<file path="src/rtl/irpw_pkg.sv">
// Package for the IR pulse-width frame decoder: payload structs, register
// map, phase and operation codes, reset values. Depends on nothing.
`default_nettype none

package irpw_pkg;

  localparam int FRAME_BITS_DEF = 32;
  localparam int TIME_BITS_DEF  = 16;

  localparam int ELAPSED_W   = 16;
  localparam int REG_W       = 16;
  localparam int BIT_TOTAL_W = 6;
  localparam int WORD_W      = 32;
  localparam int PHASE_W     = 2;
  localparam int APB_DW      = 32;
  localparam int CFG_AW      = 5;
  localparam int REG_IDX_W   = 3;

  // Receiver phase codes.
  localparam logic [PHASE_W-1:0] PH_BURST = 2'd0;
  localparam logic [PHASE_W-1:0] PH_SPACE = 2'd1;
  localparam logic [PHASE_W-1:0] PH_DATA  = 2'd2;

  // Input operation codes.
  localparam logic OP_EDGE     = 1'b0;
  localparam logic OP_HANDOVER = 1'b1;

  // Register indexes.
  localparam logic [REG_IDX_W-1:0] REG_GLITCH_LIMIT = 3'd0;
  localparam logic [REG_IDX_W-1:0] REG_AGC_MIN      = 3'd1;
  localparam logic [REG_IDX_W-1:0] REG_AGC_MAX      = 3'd2;
  localparam logic [REG_IDX_W-1:0] REG_SPACE_MIN    = 3'd3;
  localparam logic [REG_IDX_W-1:0] REG_SPACE_MAX    = 3'd4;
  localparam logic [REG_IDX_W-1:0] REG_BIT_MIN      = 3'd5;
  localparam logic [REG_IDX_W-1:0] REG_BIT_SPLIT    = 3'd6;
  localparam logic [REG_IDX_W-1:0] REG_BIT_MAX      = 3'd7;

  // Register reset values.
  localparam logic [REG_W-1:0] RST_GLITCH_LIMIT = 16'd400;
  localparam logic [REG_W-1:0] RST_AGC_MIN      = 16'd24000;
  localparam logic [REG_W-1:0] RST_AGC_MAX      = 16'd33000;
  localparam logic [REG_W-1:0] RST_SPACE_MIN    = 16'd9000;
  localparam logic [REG_W-1:0] RST_SPACE_MAX    = 16'd24000;
  localparam logic [REG_W-1:0] RST_BIT_MIN      = 16'd600;
  localparam logic [REG_W-1:0] RST_BIT_SPLIT    = 16'd3000;
  localparam logic [REG_W-1:0] RST_BIT_MAX      = 16'd9000;

  typedef struct packed {
    logic                 operation;
    logic [ELAPSED_W-1:0] elapsed;
    logic                 timer_wrapped;
    logic                 pin_level;
  } in_t;

  typedef struct packed {
    logic                   restart_timer;
    logic                   bit_valid;
    logic                   bit_value;
    logic [BIT_TOTAL_W-1:0] bit_total;
    logic                   frame_done;
    logic [WORD_W-1:0]      frame_word;
    logic                   repeat_seen;
    logic                   repeat_delivered;
    logic                   sync_error;
    logic [PHASE_W-1:0]     receiver_phase;
  } out_t;

  typedef struct packed {
    logic [REG_W-1:0] glitch_limit;
    logic [REG_W-1:0] agc_min;
    logic [REG_W-1:0] agc_max;
    logic [REG_W-1:0] space_min;
    logic [REG_W-1:0] space_max;
    logic [REG_W-1:0] bit_min;
    logic [REG_W-1:0] bit_split;
    logic [REG_W-1:0] bit_max;
  } cfg_t;

  // Narrow receiver state flags passed between the top level and the step logic.
  typedef struct packed {
    logic [PHASE_W-1:0] phase;
    logic               done;
    logic               pending;
  } flags_t;

endpackage

`default_nettype wire

</file>
<file path="src/rtl/irpw_cfg.sv">
// Configuration register file of the IR frame decoder behind an APB-style port.
// Depends on irpw_pkg.
`default_nettype none

module irpw_cfg (
  input  wire logic                          clk,
  input  wire logic                          rst_n,
  input  wire logic                          psel,
  input  wire logic                          penable,
  input  wire logic                          pwrite,
  input  wire logic [irpw_pkg::CFG_AW-1:0]   paddr,
  input  wire logic [irpw_pkg::APB_DW-1:0]   pwdata,
  output      logic [irpw_pkg::APB_DW-1:0]   prdata,
  output      irpw_pkg::cfg_t                cfg
);

  irpw_pkg::cfg_t                     cfg_r;
  irpw_pkg::cfg_t                     cfg_nxt;
  logic [irpw_pkg::REG_IDX_W-1:0]     idx;
  logic [irpw_pkg::REG_W-1:0]         wdata;
  logic [irpw_pkg::REG_W-1:0]         rdata;
  logic                               wr_en;

  assign idx   = paddr[irpw_pkg::CFG_AW-1:2];
  assign wdata = pwdata[irpw_pkg::REG_W-1:0];
  assign wr_en = psel && penable && pwrite;

  always_comb begin
    cfg_nxt = cfg_r;
    if (wr_en) begin
      unique case (idx)
        irpw_pkg::REG_GLITCH_LIMIT: cfg_nxt.glitch_limit = wdata;
        irpw_pkg::REG_AGC_MIN:      cfg_nxt.agc_min      = wdata;
        irpw_pkg::REG_AGC_MAX:      cfg_nxt.agc_max      = wdata;
        irpw_pkg::REG_SPACE_MIN:    cfg_nxt.space_min    = wdata;
        irpw_pkg::REG_SPACE_MAX:    cfg_nxt.space_max    = wdata;
        irpw_pkg::REG_BIT_MIN:      cfg_nxt.bit_min      = wdata;
        irpw_pkg::REG_BIT_SPLIT:    cfg_nxt.bit_split    = wdata;
        irpw_pkg::REG_BIT_MAX:      cfg_nxt.bit_max      = wdata;
      endcase
    end
  end

  always_comb begin
    unique case (idx)
      irpw_pkg::REG_GLITCH_LIMIT: rdata = cfg_r.glitch_limit;
      irpw_pkg::REG_AGC_MIN:      rdata = cfg_r.agc_min;
      irpw_pkg::REG_AGC_MAX:      rdata = cfg_r.agc_max;
      irpw_pkg::REG_SPACE_MIN:    rdata = cfg_r.space_min;
      irpw_pkg::REG_SPACE_MAX:    rdata = cfg_r.space_max;
      irpw_pkg::REG_BIT_MIN:      rdata = cfg_r.bit_min;
      irpw_pkg::REG_BIT_SPLIT:    rdata = cfg_r.bit_split;
      irpw_pkg::REG_BIT_MAX:      rdata = cfg_r.bit_max;
    endcase
  end

  assign prdata = irpw_pkg::APB_DW'(rdata);
  assign cfg    = cfg_r;

  always_ff @(posedge clk) begin
    if (!rst_n) begin
      cfg_r.glitch_limit <= irpw_pkg::RST_GLITCH_LIMIT;
      cfg_r.agc_min      <= irpw_pkg::RST_AGC_MIN;
      cfg_r.agc_max      <= irpw_pkg::RST_AGC_MAX;
      cfg_r.space_min    <= irpw_pkg::RST_SPACE_MIN;
      cfg_r.space_max    <= irpw_pkg::RST_SPACE_MAX;
      cfg_r.bit_min      <= irpw_pkg::RST_BIT_MIN;
      cfg_r.bit_split    <= irpw_pkg::RST_BIT_SPLIT;
      cfg_r.bit_max      <= irpw_pkg::RST_BIT_MAX;
    end else begin
      cfg_r <= cfg_nxt;
    end
  end

endmodule

`default_nettype wire

</file>
<file path="src/rtl/irpw_step.sv">
// Combinational next-state and result logic of the IR frame decoder for one beat.
// Depends on irpw_pkg.
`default_nettype none

module irpw_step #(
  parameter int FRAME_BITS = irpw_pkg::FRAME_BITS_DEF,
  parameter int TIME_BITS  = irpw_pkg::TIME_BITS_DEF,
  localparam int EW = (TIME_BITS < irpw_pkg::ELAPSED_W) ? TIME_BITS : irpw_pkg::ELAPSED_W,
  localparam int SW = ((FRAME_BITS + 7) / 8) * 8,
  localparam int CW = $clog2(FRAME_BITS + 1)
) (
  input  wire irpw_pkg::in_t    item,
  input  wire irpw_pkg::cfg_t   cfg,
  input  wire irpw_pkg::flags_t flags,
  input  wire logic [CW-1:0]    cnt,
  input  wire logic [SW-1:0]    frame,
  input  wire logic [EW-1:0]    mark,
  output      irpw_pkg::flags_t flags_nxt,
  output      logic [CW-1:0]    cnt_nxt,
  output      logic [SW-1:0]    frame_nxt,
  output      logic [EW-1:0]    mark_nxt,
  output      irpw_pkg::out_t   result
);

  localparam int IW = $clog2(SW);
  localparam int DW = (TIME_BITS > irpw_pkg::REG_W) ? TIME_BITS : irpw_pkg::REG_W;
  localparam int XW = (CW > irpw_pkg::BIT_TOTAL_W) ? CW : irpw_pkg::BIT_TOTAL_W;
  localparam int FW = (SW > irpw_pkg::WORD_W) ? SW : irpw_pkg::WORD_W;

  logic [EW-1:0]              e_w;
  logic [irpw_pkg::REG_W-1:0] e;
  logic [TIME_BITS-1:0]       diff;
  logic                       glitch;
  logic [IW-1:0]              pos;
  logic                       restart;
  logic                       resync;
  logic                       bvalid;
  logic                       bval;
  logic                       rpt;
  logic                       deliv;
  logic                       serr;
  logic [XW-1:0]              cnt_x;
  logic [FW-1:0]              frame_x;

  assign e_w    = item.elapsed[EW-1:0];
  assign e      = irpw_pkg::REG_W'(e_w);
  // Distance to the glitch mark wraps at the timer width.
  assign diff   = TIME_BITS'(e_w) - TIME_BITS'(mark);
  assign glitch = DW'(diff) < DW'(cfg.glitch_limit);
  // Bits land MSB-first within each byte.
  assign pos    = cnt[IW-1:0] ^ IW'(7);

  always_comb begin
    flags_nxt = flags;
    cnt_nxt   = cnt;
    frame_nxt = frame;
    mark_nxt  = mark;
    restart   = 1'b0;
    resync    = 1'b0;
    bvalid    = 1'b0;
    bval      = 1'b0;
    rpt       = 1'b0;
    deliv     = 1'b0;
    serr      = 1'b0;
    priority if (item.operation == irpw_pkg::OP_HANDOVER) begin
      flags_nxt.pending = 1'b1;
    end else if (item.timer_wrapped || (e > cfg.agc_max)) begin
      serr   = 1'b1;
      resync = 1'b1;
    end else if ((e > cfg.agc_min) && !item.pin_level) begin
      flags_nxt.phase = irpw_pkg::PH_SPACE;
      restart         = 1'b1;
    end else if (flags.phase == irpw_pkg::PH_SPACE) begin
      priority if (item.pin_level && (e < cfg.space_max) && (e > cfg.space_min)) begin
        cnt_nxt         = '0;
        flags_nxt.done  = 1'b0;
        flags_nxt.phase = irpw_pkg::PH_DATA;
        restart         = 1'b1;
      end else if (item.pin_level) begin
        rpt = 1'b1;
        if (flags.pending) begin
          deliv             = 1'b1;
          flags_nxt.pending = 1'b0;
        end
        resync = 1'b1;
      end else begin
        restart = 1'b1;
      end
    end else if (flags.phase != irpw_pkg::PH_DATA) begin
      restart = 1'b1;
    end else if (cnt >= CW'(FRAME_BITS)) begin
      flags_nxt.done = 1'b1;
      restart        = 1'b1;
    end else begin
      priority if (glitch) begin
        mark_nxt = e_w;
      end else if (!item.pin_level) begin
        restart = 1'b1;
      end else if ((e < cfg.bit_max) && (e > cfg.bit_split)) begin
        if (!flags.done) begin
          frame_nxt[pos] = 1'b1;
          cnt_nxt        = cnt + CW'(1);
          bvalid         = 1'b1;
          bval           = 1'b1;
        end
        restart = 1'b1;
      end else if ((e < cfg.bit_split) && (e > cfg.bit_min)) begin
        if (!flags.done) begin
          frame_nxt[pos] = 1'b0;
          cnt_nxt        = cnt + CW'(1);
          bvalid         = 1'b1;
        end
        restart = 1'b1;
      end else begin
        serr   = 1'b1;
        resync = 1'b1;
      end
    end
    if (resync) begin
      flags_nxt.phase = irpw_pkg::PH_BURST;
      restart         = 1'b1;
    end
    if (restart) begin
      mark_nxt = '0;
    end
  end

  assign cnt_x   = XW'(cnt_nxt);
  assign frame_x = FW'(frame_nxt);

  always_comb begin
    result.restart_timer    = restart;
    result.bit_valid        = bvalid;
    result.bit_value        = bval;
    result.bit_total        = cnt_x[irpw_pkg::BIT_TOTAL_W-1:0];
    result.frame_done       = flags_nxt.done;
    result.frame_word       = frame_x[irpw_pkg::WORD_W-1:0];
    result.repeat_seen      = rpt;
    result.repeat_delivered = deliv;
    result.sync_error       = serr;
    result.receiver_phase   = flags_nxt.phase;
  end

endmodule

`default_nettype wire

</file>
<file path="src/rtl/ir_pulse_width_frame_decoder.sv">
// Top level of the IR pulse-width frame decoder: input register, receiver state,
// result register and configuration port. Depends on irpw_pkg, irpw_cfg, irpw_step.
//
//   Channel   Ports                         Beat content
//   --------  ----------------------------  ------------------------------------
//   input     in_valid / in_ready / in_data  one edge event or handover request
//   result    out_valid/out_ready/out_data   one decode result per input beat
//   config    cfg_psel ... cfg_pready        eight 16-bit registers at 4*i
//
// One beat is accepted per cycle while the result side is not stalled; a result beat
// reaches out_data through the input register, then the result register.
// The receiver state is updated in the same cycle that writes the result register.
// rst_n is synchronous and active low; it resets control state and config registers.
// A stalled result holds the result register; the input register then fills and
// in_ready drops until out_ready frees the result register.
`default_nettype none

module ir_pulse_width_frame_decoder #(
  parameter int FRAME_BITS = irpw_pkg::FRAME_BITS_DEF,
  parameter int TIME_BITS  = irpw_pkg::TIME_BITS_DEF
) (
  input  wire logic                        clk,
  input  wire logic                        rst_n,
  input  wire logic                        in_valid,
  output      logic                        in_ready,
  input  wire irpw_pkg::in_t               in_data,
  output      logic                        out_valid,
  input  wire logic                        out_ready,
  output      irpw_pkg::out_t              out_data,
  input  wire logic                        cfg_psel,
  input  wire logic                        cfg_penable,
  input  wire logic                        cfg_pwrite,
  input  wire logic [irpw_pkg::CFG_AW-1:0] cfg_paddr,
  input  wire logic [irpw_pkg::APB_DW-1:0] cfg_pwdata,
  output      logic [irpw_pkg::APB_DW-1:0] cfg_prdata,
  output      logic                        cfg_pready
);

  localparam int EW = (TIME_BITS < irpw_pkg::ELAPSED_W) ? TIME_BITS : irpw_pkg::ELAPSED_W;
  localparam int SW = ((FRAME_BITS + 7) / 8) * 8;
  localparam int CW = $clog2(FRAME_BITS + 1);

  irpw_pkg::cfg_t   cfg;

  // Input register stage.
  logic             s1_valid_r;
  irpw_pkg::in_t    s1_data_r;
  logic             s1_go;

  // Result register stage.
  logic             out_valid_r;
  irpw_pkg::out_t   out_data_r;

  // Receiver state.
  irpw_pkg::flags_t flags_r;
  logic [CW-1:0]    cnt_r;
  logic [SW-1:0]    frame_r;
  logic [EW-1:0]    mark_r;

  irpw_pkg::flags_t flags_nxt;
  logic [CW-1:0]    cnt_nxt;
  logic [SW-1:0]    frame_nxt;
  logic [EW-1:0]    mark_nxt;
  irpw_pkg::out_t   result;

  // The APB port never inserts wait states.
  assign cfg_pready = 1'b1;

  irpw_cfg u_cfg (
    .clk     (clk),
    .rst_n   (rst_n),
    .psel    (cfg_psel),
    .penable (cfg_penable),
    .pwrite  (cfg_pwrite),
    .paddr   (cfg_paddr),
    .pwdata  (cfg_pwdata),
    .prdata  (cfg_prdata),
    .cfg     (cfg)
  );

  irpw_step #(
    .FRAME_BITS (FRAME_BITS),
    .TIME_BITS  (TIME_BITS)
  ) u_step (
    .item      (s1_data_r),
    .cfg       (cfg),
    .flags     (flags_r),
    .cnt       (cnt_r),
    .frame     (frame_r),
    .mark      (mark_r),
    .flags_nxt (flags_nxt),
    .cnt_nxt   (cnt_nxt),
    .frame_nxt (frame_nxt),
    .mark_nxt  (mark_nxt),
    .result    (result)
  );

  // The held beat moves on whenever the result register is empty or being drained,
  // so the input register can take a new beat in that same cycle.
  assign s1_go     = s1_valid_r && (!out_valid_r || out_ready);
  assign in_ready  = !s1_valid_r || s1_go;
  assign out_valid = out_valid_r;
  assign out_data  = out_data_r;

  always_ff @(posedge clk) begin
    if (!rst_n) begin
      s1_valid_r  <= 1'b0;
      out_valid_r <= 1'b0;
      flags_r     <= '0;
      cnt_r       <= '0;
      frame_r     <= '0;
      mark_r      <= '0;
    end else begin
      if (in_valid && in_ready) begin
        s1_valid_r <= 1'b1;
      end else if (s1_go) begin
        s1_valid_r <= 1'b0;
      end
      if (s1_go) begin
        out_valid_r <= 1'b1;
        flags_r     <= flags_nxt;
        cnt_r       <= cnt_nxt;
        frame_r     <= frame_nxt;
        mark_r      <= mark_nxt;
      end else if (out_ready) begin
        out_valid_r <= 1'b0;
      end
    end
  end

  // Payload registers carry no reset.
  always_ff @(posedge clk) begin
    if (in_valid && in_ready) begin
      s1_data_r <= in_data;
    end
    if (s1_go) begin
      out_data_r <= result;
    end
  end

endmodule

`default_nettype wire

</file>
<file path="config.mk">
export PLATFORM = sky130hd
export DESIGN_NAME = ir_pulse_width_frame_decoder
export DESIGN_NICKNAME = d
export VERILOG_FILES = /design/src/rtl/irpw_pkg.sv /design/src/rtl/irpw_cfg.sv /design/src/rtl/irpw_step.sv /design/src/rtl/ir_pulse_width_frame_decoder.sv
export SDC_FILE = /design/constraint.sdc
export NUM_CORES = 1
export LEC_CHECK = 0
export BUFFER_PORTS_ARGS = -buffer_cell sky130_fd_sc_hd__buf_2
export CAP_MARGIN = 5
export CORE_UTILIZATION = 30
export DETAILED_ROUTE_END_ITERATION = 16
export GPL_ROUTABILITY_DRIVEN = 1
export PLACE_DENSITY = 0.42
export SYNTH_ARGS = -nofsm -noshare
export SYNTH_HDL_FRONTEND = slang
export SYNTH_SLANG_ARGS = --single-unit
</file>
<file path="constraint.sdc">
create_clock -name clk -period 5.1 [get_ports clk]
set_input_delay 1.275 -clock clk [delete_from_list [all_inputs] [get_ports clk]]
set_output_delay 1.275 -clock clk [all_outputs]
set_load 0.005 [all_outputs]
</file>
### Word level (Yosys, flattened, before mapping)

Cells that the tools add are included.

| word-level totals | value |
|---|---|
| register bits after elaboration | 254 |
| input port bits | 63 |

| cells by class | value |
|---|---|
| add/sub/neg operators | 2 |
| magnitude comparators | 12 |
| equality and inequality tests | 18 |
| multiplexer cells | 85 |
| bitwise gates (word level) | 7 |
| reductions and logical operators | 36 |

Operators by type and width:

| kind | count |
|---|---|
| 32-bit two-way mux | 12 |
| 16-bit two-way mux | 8 |
| 16-bit case mux with 8 select lines | 1 |
| 16-bit greater-than comparator | 5 |
| 6-bit two-way mux | 12 |
| 16-bit less-than comparator | 4 |
| 1-bit two-way mux | 44 |
| 32-bit bitwise AND | 1 |
| 32-bit NOT | 1 |
| 32-bit bitwise OR | 1 |
| 2-bit AND reduction | 8 |
| 16-bit subtractor | 1 |
| 3-bit == test (second input constant) | 4 |
| 2-bit by 1-bit != test with 1-bit output (second input constant) | 6 |
| 1-bit logical AND | 10 |
| 2-bit nonzero test | 5 |
| 9-bit OR reduction | 1 |
| 2-bit two-way mux | 4 |
| 2-bit != test (second input constant) | 4 |
| 8-bit AND reduction | 1 |
| 8-bit OR reduction | 1 |
| 6-bit by 1-bit adder with 6-bit output (second input constant) | 1 |
| 3-bit by 2-bit == test with 1-bit output (second input constant) | 2 |
| 6-bit greater-or-equal comparator (second input constant) | 1 |
| other kinds (15) | 22 |

### Depth between registers and ports, before layout

Gate-level depths: netlist (run 1).

| depth | value |
|---|---|
| depth after elaboration | 18 |
| gate-level depth with buffers | 22 |
| gate-level depth less buffers | 19 |

### Cells and area by module

Synthesis (run 1) repeated with hierarchy kept, for this count alone.

| unflattened totals | value |
|---|---|
| cells, all modules | 1896 |
| area total of the unflattened synthesis | 15974.1 µm² |

Modules (own cells, without submodules):

| module | instances | cells an instance | area an instance (µm²) | sequential area each (µm²) |
|---|---|---|---|---|
| irpw_cfg | 1 | 767 | 6017.0 | 2562.5 |
| irpw_step | 1 | 800 | 5576.6 | 0.0 |
| ir_pulse_width_frame_decoder | 1 | 329 | 4380.5 | 3183.1 |

### Worst setup path after synthesis (run 1)

OpenSTA, ideal clock, no wires.

| path | value |
|---|---|
| kind | register to register |
| from | register s1_data_r[4] (netlist bit) |
| to | register out_data_r (netlist bit out_data[46]) (data pin) |
| setup time | 0.256 ns |
| arrival | 4.369 ns |
| required time | 4.844 ns |
| setup slack | 0.475 ns |
| stages on the path, launching flop included | 18 |
| path through | edfxtp_1 ha_1 nor2b_1 o21a_1 o21ai_0 a21oi_1 o2111ai_1 a31oi_1 or4b_2 nand3_1 ha_1 a211o_1 a211oi_1 a21oi_1 or4b_2 nand3_1 buf_2 nand2_1 |

| between the ends | value |
|---|---|
| longest elaborated chain between the ends | 13 |

Ends and longest elaborated chain:

| item | line | source |
|---|---|---|
| from (decl) | ir_pulse_width_frame_decoder.sv:47 | `irpw_pkg::in_t s1_data_r;` |
| from (signal assigned) | ir_pulse_width_frame_decoder.sv:134 | `s1_data_r <= in_data;` |
| branches (longest 12 deep; another with 16-bit subtractor) | n/a |  |
| 1-bit two-way mux (*) | irpw_step.sv:119 | `if (resync) begin` |
| net u_step.restart | irpw_step.sv:35 | `logic restart;` |
| to (signal assigned) | ir_pulse_width_frame_decoder.sv:137 | `out_data_r <= result;` |
| to (decl) | ir_pulse_width_frame_decoder.sv:52 | `irpw_pkg::out_t out_data_r;` |

Mark *: on every way through the listed nets, which the timed path passes.
A chain may end at the register's enable or synchronous reset.

### Final worst setup path (run 1)

| path | value |
|---|---|
| from | input port cfg_paddr[2] (netlist bit) |
| to | output port cfg_prdata[5] (netlist bit) |

| between the ends | value |
|---|---|
| longest elaborated chain between the ends | 2 |

Ends and longest elaborated chain:

| item | line | source |
|---|---|---|
| from (decl) | ir_pulse_width_frame_decoder.sv:33 | `input wire logic [irpw_pkg::CFG_AW-1:0] cfg_paddr,` |
| 3-bit == test, or another cell as far along | irpw_cfg.sv:45 | `unique case (idx)` |
| 16-bit case mux with 8 select lines (*) | irpw_cfg.sv:45 |  |
| to (decl) | ir_pulse_width_frame_decoder.sv:35 | `output logic [irpw_pkg::APB_DW-1:0] cfg_prdata,` |

Mark *: on every way between the ends. The rest lies on a longest branch, timed or not.

==> results of run 1 <==
-- final timing paths --
check,endpoint,slack [ns],cells after the start
hold reg to reg,mark_r[13],0.46,1
hold / removal,mark_r[13],0.46,1
setup reg to reg,mark_r[14],0.34,19
setup / recovery,cfg_prdata[5],0.05,6
-- Yosys cell counts (4+ instances only) --
master,instances
nand2_1,304
dfxtp_1,188
inv_1,156
ha_1,144
o21ai_0,129
a21boi_0,111
clkbuf_1,67
edfxtp_1,66
a21oi_1,60
o211ai_1,55
nor2_1,54
nand3_1,42
buf_4,31
nand4_1,25
and3_1,24
a21o_1,19
nor2b_1,17
a32o_1,16
mux2i_1,14
nor3_1,13
a221oi_1,12
a31oi_1,12
or2_2,12
xnor2_1,11
buf_1,9
a21boi_1,8
a22oi_1,8
mux4_2,8
and4_1,7
or3_1,7
a2111oi_0,6
o31ai_1,6
nand2b_1,5
nand3b_1,5
o22a_1,5
o22ai_1,5
and3_2,4
buf_2,4
buf_6,4
clkbuf_2,4
o21a_1,4
xor2_1,4
-- final cells by class --
cell class,count,area (um2),share of cell area
multi-input combinational,1236,8270,0.474
sequential,254,5750,0.329
inverter,158,593,0.0340
tap,664,831,0.0476
timing repair buffer,153,882,0.0505
clock inverter,13,115,0.00659
clock buffer,49,1020,0.0584
-- metal layers --
layer	global-route usage	vias up	routed length, um	share of wire
li1	-	6349	-	-
met1	0.262	6031	23500	0.46
met2	0.337	272	24200	0.47
met3	0.0255	83	1950	0.038
met4	0.0667	2	1420	0.028
met5	0	-	13	0.00025
-- through the flow --
step | hold slack [ns] | instances | setup TNS (ns) | utilization
2_1_floorplan | 0.442 | 1768 | 0 | -
3_3_place_gp | 0.450 | 2465 | -0.257 | 0.331
3_5_place_dp | 0.454 | 2465 | -0.00197 | 0.331
4_1_cts | 0.466 | 2527 | 0 | 0.354
5_1_grt | 0.474 | 2527 | 0 | 0.354
6_report | 0.461 | 2527 | 0 | 0.354
-- power by group through the flow --
stage	registers, mW	logic, mW	clock network, mW
after floorplan	2.18	0.357	0
after global placement	2.18	0.563	0
after detailed placement	2.18	0.567	0
after CTS	2.14	0.570	2.51
after global routing	2.14	0.631	2.58
final	2.14	0.569	2.42
-- registers in the layout, summed over array words and instances, names as in the netlist --
signal	flops
cnt_r	6
flags_r	4
frame_r	32
mark_r	16
out_data	47
out_valid	1
s1_data_r	19
s1_valid_r	1
u_cfg.cfg	128
-- worst max-delay path, cell delays in order --
cell and delay [ns]:
buf_2 0.19, buf_4 0.21, nor2_1 0.80, nand2_1 0.65, o221a_2 0.50, buf_2 0.14
-- cells by family after synthesis --
logic type                 count (synthesis)  share of synthesized area
other                                      2                   0.000496
DFF                                      254                      0.379
buffers and inverters                    278                     0.0799
xor gates and xnor gates                  15                    0.00867
muxes                                     22                     0.0211
and+or+nand+nor                          543                      0.166
adders and majority gates                145                      0.120
AOI/OAI and AO/OA                        494                      0.224
-- what timing repair did --
action	CTS	global route
gates cloned	0	0
endpoints found under the setup margin	16	43
hold endpoints to repair	0	0
gates resized for setup	1	4
==> reports/qor.yml, run 1 <==
cts_hold_buf: 0
syn_area_um2: 15100
cellLeakagePower_nw: 6.69
path_max_fanout: 12
clk_path_buf_depth: 3
grt_setup_unrepaired: "no"
worstPathRequired_ns: 3.83
synth_area_leaders: "dfxtp_1 25%, edfxtp_1 13%, ha_1 12%"
seq_power_share: 0.417
design_area_um2: 17500
die_w_um: 227
yosys.area.top_type: "dfxtp_1"
fmaxAchievable_ghz: 0.198
startpoint_type: "input pin"
total_power_mw: 5.13
setup_viol: 0
swShare: 0.265
rows: 81
worst_ep_arrival_time_ns: 3.78
hold_start: "mark_r[13]"
cts_setup_buffers: 0
wirelength_mm: 51.1
grt_max_degree: 84
core_area_um2: 49400
synth_cells: 1753
path_clk_slew_ns: 0.05
hold_path.class: "reg2reg"
worstMarginPinSlew_ns: 1.03
die_y_um: 227
synth_flop_cell: "dfxtp_1"
ir_drop_mv: 0.174
io_buffers: 109
yosysWarnings: 0
drive_gt1_frac: 0.140
ys_seq_elements: 254
firstDrtPassIters: 8
finalMaxSlewViolations: 0
die_area_um2: 51400
fin_crit_ns: 5.05
dp_slack_ns: -0.00197
syn_avg_cell_area_um2: 8.64
clock-root-buffer: "clkbuf_16"
layout.nets: 2045
vias: 12700
async_flop_share: 0
path_class: "in2out"
tritoncts: "built"
placedInstanceArea_um2: 16300
setup_slack_ns: 0.0472
pin_count: 145
fillers: 5196
vias_per_cell: 5.04
area_growth_pct: 15.3
synth_edf_count: 66
synth.distinct_cells: 86
cts-buffers-inserted: 34
cts_max_level: 2
period_share: 0.991
ys_seq_area_frac: 0.379
clkPwrFrac: 0.472
final_cell_mix: "303 x nand2_1, 188 x dfxtp_1, 155 x inv_1"
status: "finished, final reports clean"
initial_core_util: 0.307
power.switching_mw: 1.36
place_congestion: 0.858
worstSkewPairLatency_ns: 0.55
drtAntennaViolNets: 0
track_usage: 0.200
wl_per_cell_um: 20.2
cts_sinks: 254
max-slew-margin-rel: 0.312
antenna_found_initial: 1
cap_violations: 0
final_common_cell: "nand2_1"
grt_pass1_wl_mm: 76.7
grt_overflow: 0
p_comb_frac: 0.111
worstSetupStartpoint: "cfg_paddr[2]"
p_int_mw: 3.77
p_per_area_nw_per_um2: 294
crit_path_end_kind: "output port"
yosysTopAreaCellShare: 0.248
clock_skew_ns: 0.0226
grt_pass1_vias: 12300
dr.first_iter.drc_count: 840
dp.final_hpwl_mm: 38.2
r2r_start: "s1_data_r[2]"
hold_violations: 0
drc: 0
num_antenna_cells: 0
No activity file was read; power rests on OpenSTA's default activity.
==> run 2: changes to the inputs <==
- PLACE_DENSITY: 0.42 -> 0.55
==> reports/qor.yml, run 2 (synthesis results as in run 1) <==
status: "finished, final reports clean"
fin_setup_tns_ns: 0
layout.nets: 2041
reg2regPathDepth: 21
max-slew-margin-rel: 0.311
num_antenna_cells: 0
hold_path.class: "reg2reg"
io_buffers: 109
clk_path_buf_depth: 3
startpoint_type: "flip-flop"
worst_ep_arrival_time_ns: 5.11
dp.final_hpwl_mm: 35.7
grt_pass1_wl_mm: 73.4
wirelength_mm: 48.0
worstSkewPairLatency_ns: 0.59
cts_hold_buf: 0
cts_sinks: 254
whs_path_depth: 2
cts-buffers-inserted: 31
r2r_start: "s1_data_r[2]"
final_common_cell: "nand2_1"
drtAntennaViolNets: 0
drive_gt1_frac: 0.140
die_area_um2: 51400
cap_violations: 0
drc: 0
slowest_stage: "or4b_2"
place_congestion: 0.902
grt_max_degree: 108
path_class: "reg2reg"
grt_setup_unrepaired: "no"
worstMarginPinSlew_ns: 1.03
instances_no_fill: 2522
dp.cells: 2464
vias_per_cell: 5.17
fin_crit_ns: 4.81
track_usage: 0.186
wl_per_cell_um: 19.0
crit_path_end_kind: "flip-flop"
hold_start: "u_cfg.cfg[126]"
crit_family: "compound AO/OA/AOI/OAI gates"
dr.first_iter.drc_count: 987
worstPathRequired_ns: 5.40
p_per_area_nw_per_um2: 284
clock-root-buffer: "clkbuf_16"
r2r_setup_slack_ns: 0.29
critPathMaxStageDelay_ns: 0.64
clock_skew_ns: 0.0199
post-route-util: 0.352
die_y_um: 227
area_growth_pct: 14.6
multiInputGateArea_um2: 8280
tritoncts: "built"
grt_pass1_vias: 12500
seq_area_um2: 5750
crit_top_cell: "o21ai_0"
hold_path_end: "u_cfg.cfg[126]"
die_w_um: 227
cts_setup_buffers: 0
fillers: 5087
cellLeakagePower_nw: 6.66
final_cell_mix: "301 x nand2_1, 188 x dfxtp_1, 155 x inv_1"
cts_repair_resize_count: 0
firstDrtPassIters: 5
hold_violations: 0
path_max_fanout: 12
finalMaxSlewViolations: 0
antenna_found_initial: 0
initial_core_util: 0.307
setup_viol: 0
period_share: 0.943
core_area_um2: 49400
vias: 13000
cp_num_buf_inv: 3
cp_cell_sequence: "inv_1 -> ha_1 -> fa_1 -> nor2b_1 -> o21a_1 -> o21ai_0 -> a21oi_1 -> o2111ai_2 -> a31oi_1 -> or4b_2 -> nand3_1 -> ha_1 -> a211o_1 -> o22ai_1 -> a21oi_1 -> and3_2 -> buf_4 -> nand3_1 -> buf_4 -> o21ai_0 -> o21ai_0"
cts_max_level: 1
path_clk_slew_ns: 0.06
grt_overflow: 0
ir_drop_mv: 0.320
largest_reg_flops: 128
fmaxAchievable_ghz: 0.208
pin_count: 145
rows: 81
r2r-end: "out_data[26]"
==> run 2: cell count changes in the layout (fill, tap and decap cells not counted), moves of 3 or more <==
cell | previous run | this run
clkbuf_16 | 36 | 31
clkinv_1 | 6 | 3
clkbuf_8 | 7 | 3
clkinv_2 | 3 | 9
==> run 2: cell type report <==
type / count / area share
clock buffer: 38 / 0.0479
clock inverter: 20 / 0.0112
inverter: 158 / 0.0342
multi-input combinational: 1236 / 0.477
sequential: 254 / 0.331
tap: 664 / 0.0479
timing repair buffer: 152 / 0.0511
==> run 2: routing by layer <==
metal / share of wire / wire length, um / global-route usage / up-vias
met2: 0.47 / 22700 / 0.310 / 420
met3: 0.049 / 2360 / 0.0236 / 113
li1: - / - / - / 6354
met4: 0.044 / 2120 / 0.0813 / 0
met1: 0.43 / 20800 / 0.238 / 6151
met5: 0 / 0 / 0 / -
==> run 2: tightest hold or removal path, delay by kind of cell (launching register included) <==
kind               cells  cell delay (ns)
DFF                    1             0.30
AOI/OAI and AO/OA      1             0.06
and+or+nand+nor        1             0.05
==> run 2: power breakdown <==
group / switching, mW / leakage (nW) / internal, mW
combinational: 0.352 / 4.02 / 0.214
clock: 0.921 / 0.506 / 1.31
sequential: 0.0274 / 2.13 / 2.11
total: 1.30 / 6.66 / 3.63
==> run 2: worst max path at each step <==
stage / depth (start not counted) / endpoint / slack [ns] / startpoint
after floorplan: 17 / out_data[46] / 0.48 / s1_data_r[4]
after global placement: 19 / out_data[32] / 0.26 / s1_data_r[2]
after detailed placement: 21 / out_data[26] / 0.21 / s1_data_r[2]
after CTS: 21 / out_data[26] / 0.19 / s1_data_r[2]
after global routing: 21 / out_data[18] / 0.003 / s1_data_r[2]
final: 21 / out_data[26] / 0.29 / s1_data_r[2]
==> run 2: metrics by stage <==
step / hold slack (ns) / instance area (um2) / power (mW) / setup slack (ns)
final: 0.466 / 17400 / 4.93 / 0.291
after global routing: 0.478 / 17400 / 5.13 / 0.00325
after CTS: 0.468 / 17300 / 4.99 / 0.190
after detailed placement: 0.454 / 16300 / 2.74 / 0.208
after global placement: 0.450 / 16300 / 2.73 / 0.258
after floorplan: 0.442 / 15200 / 2.54 / 0.475
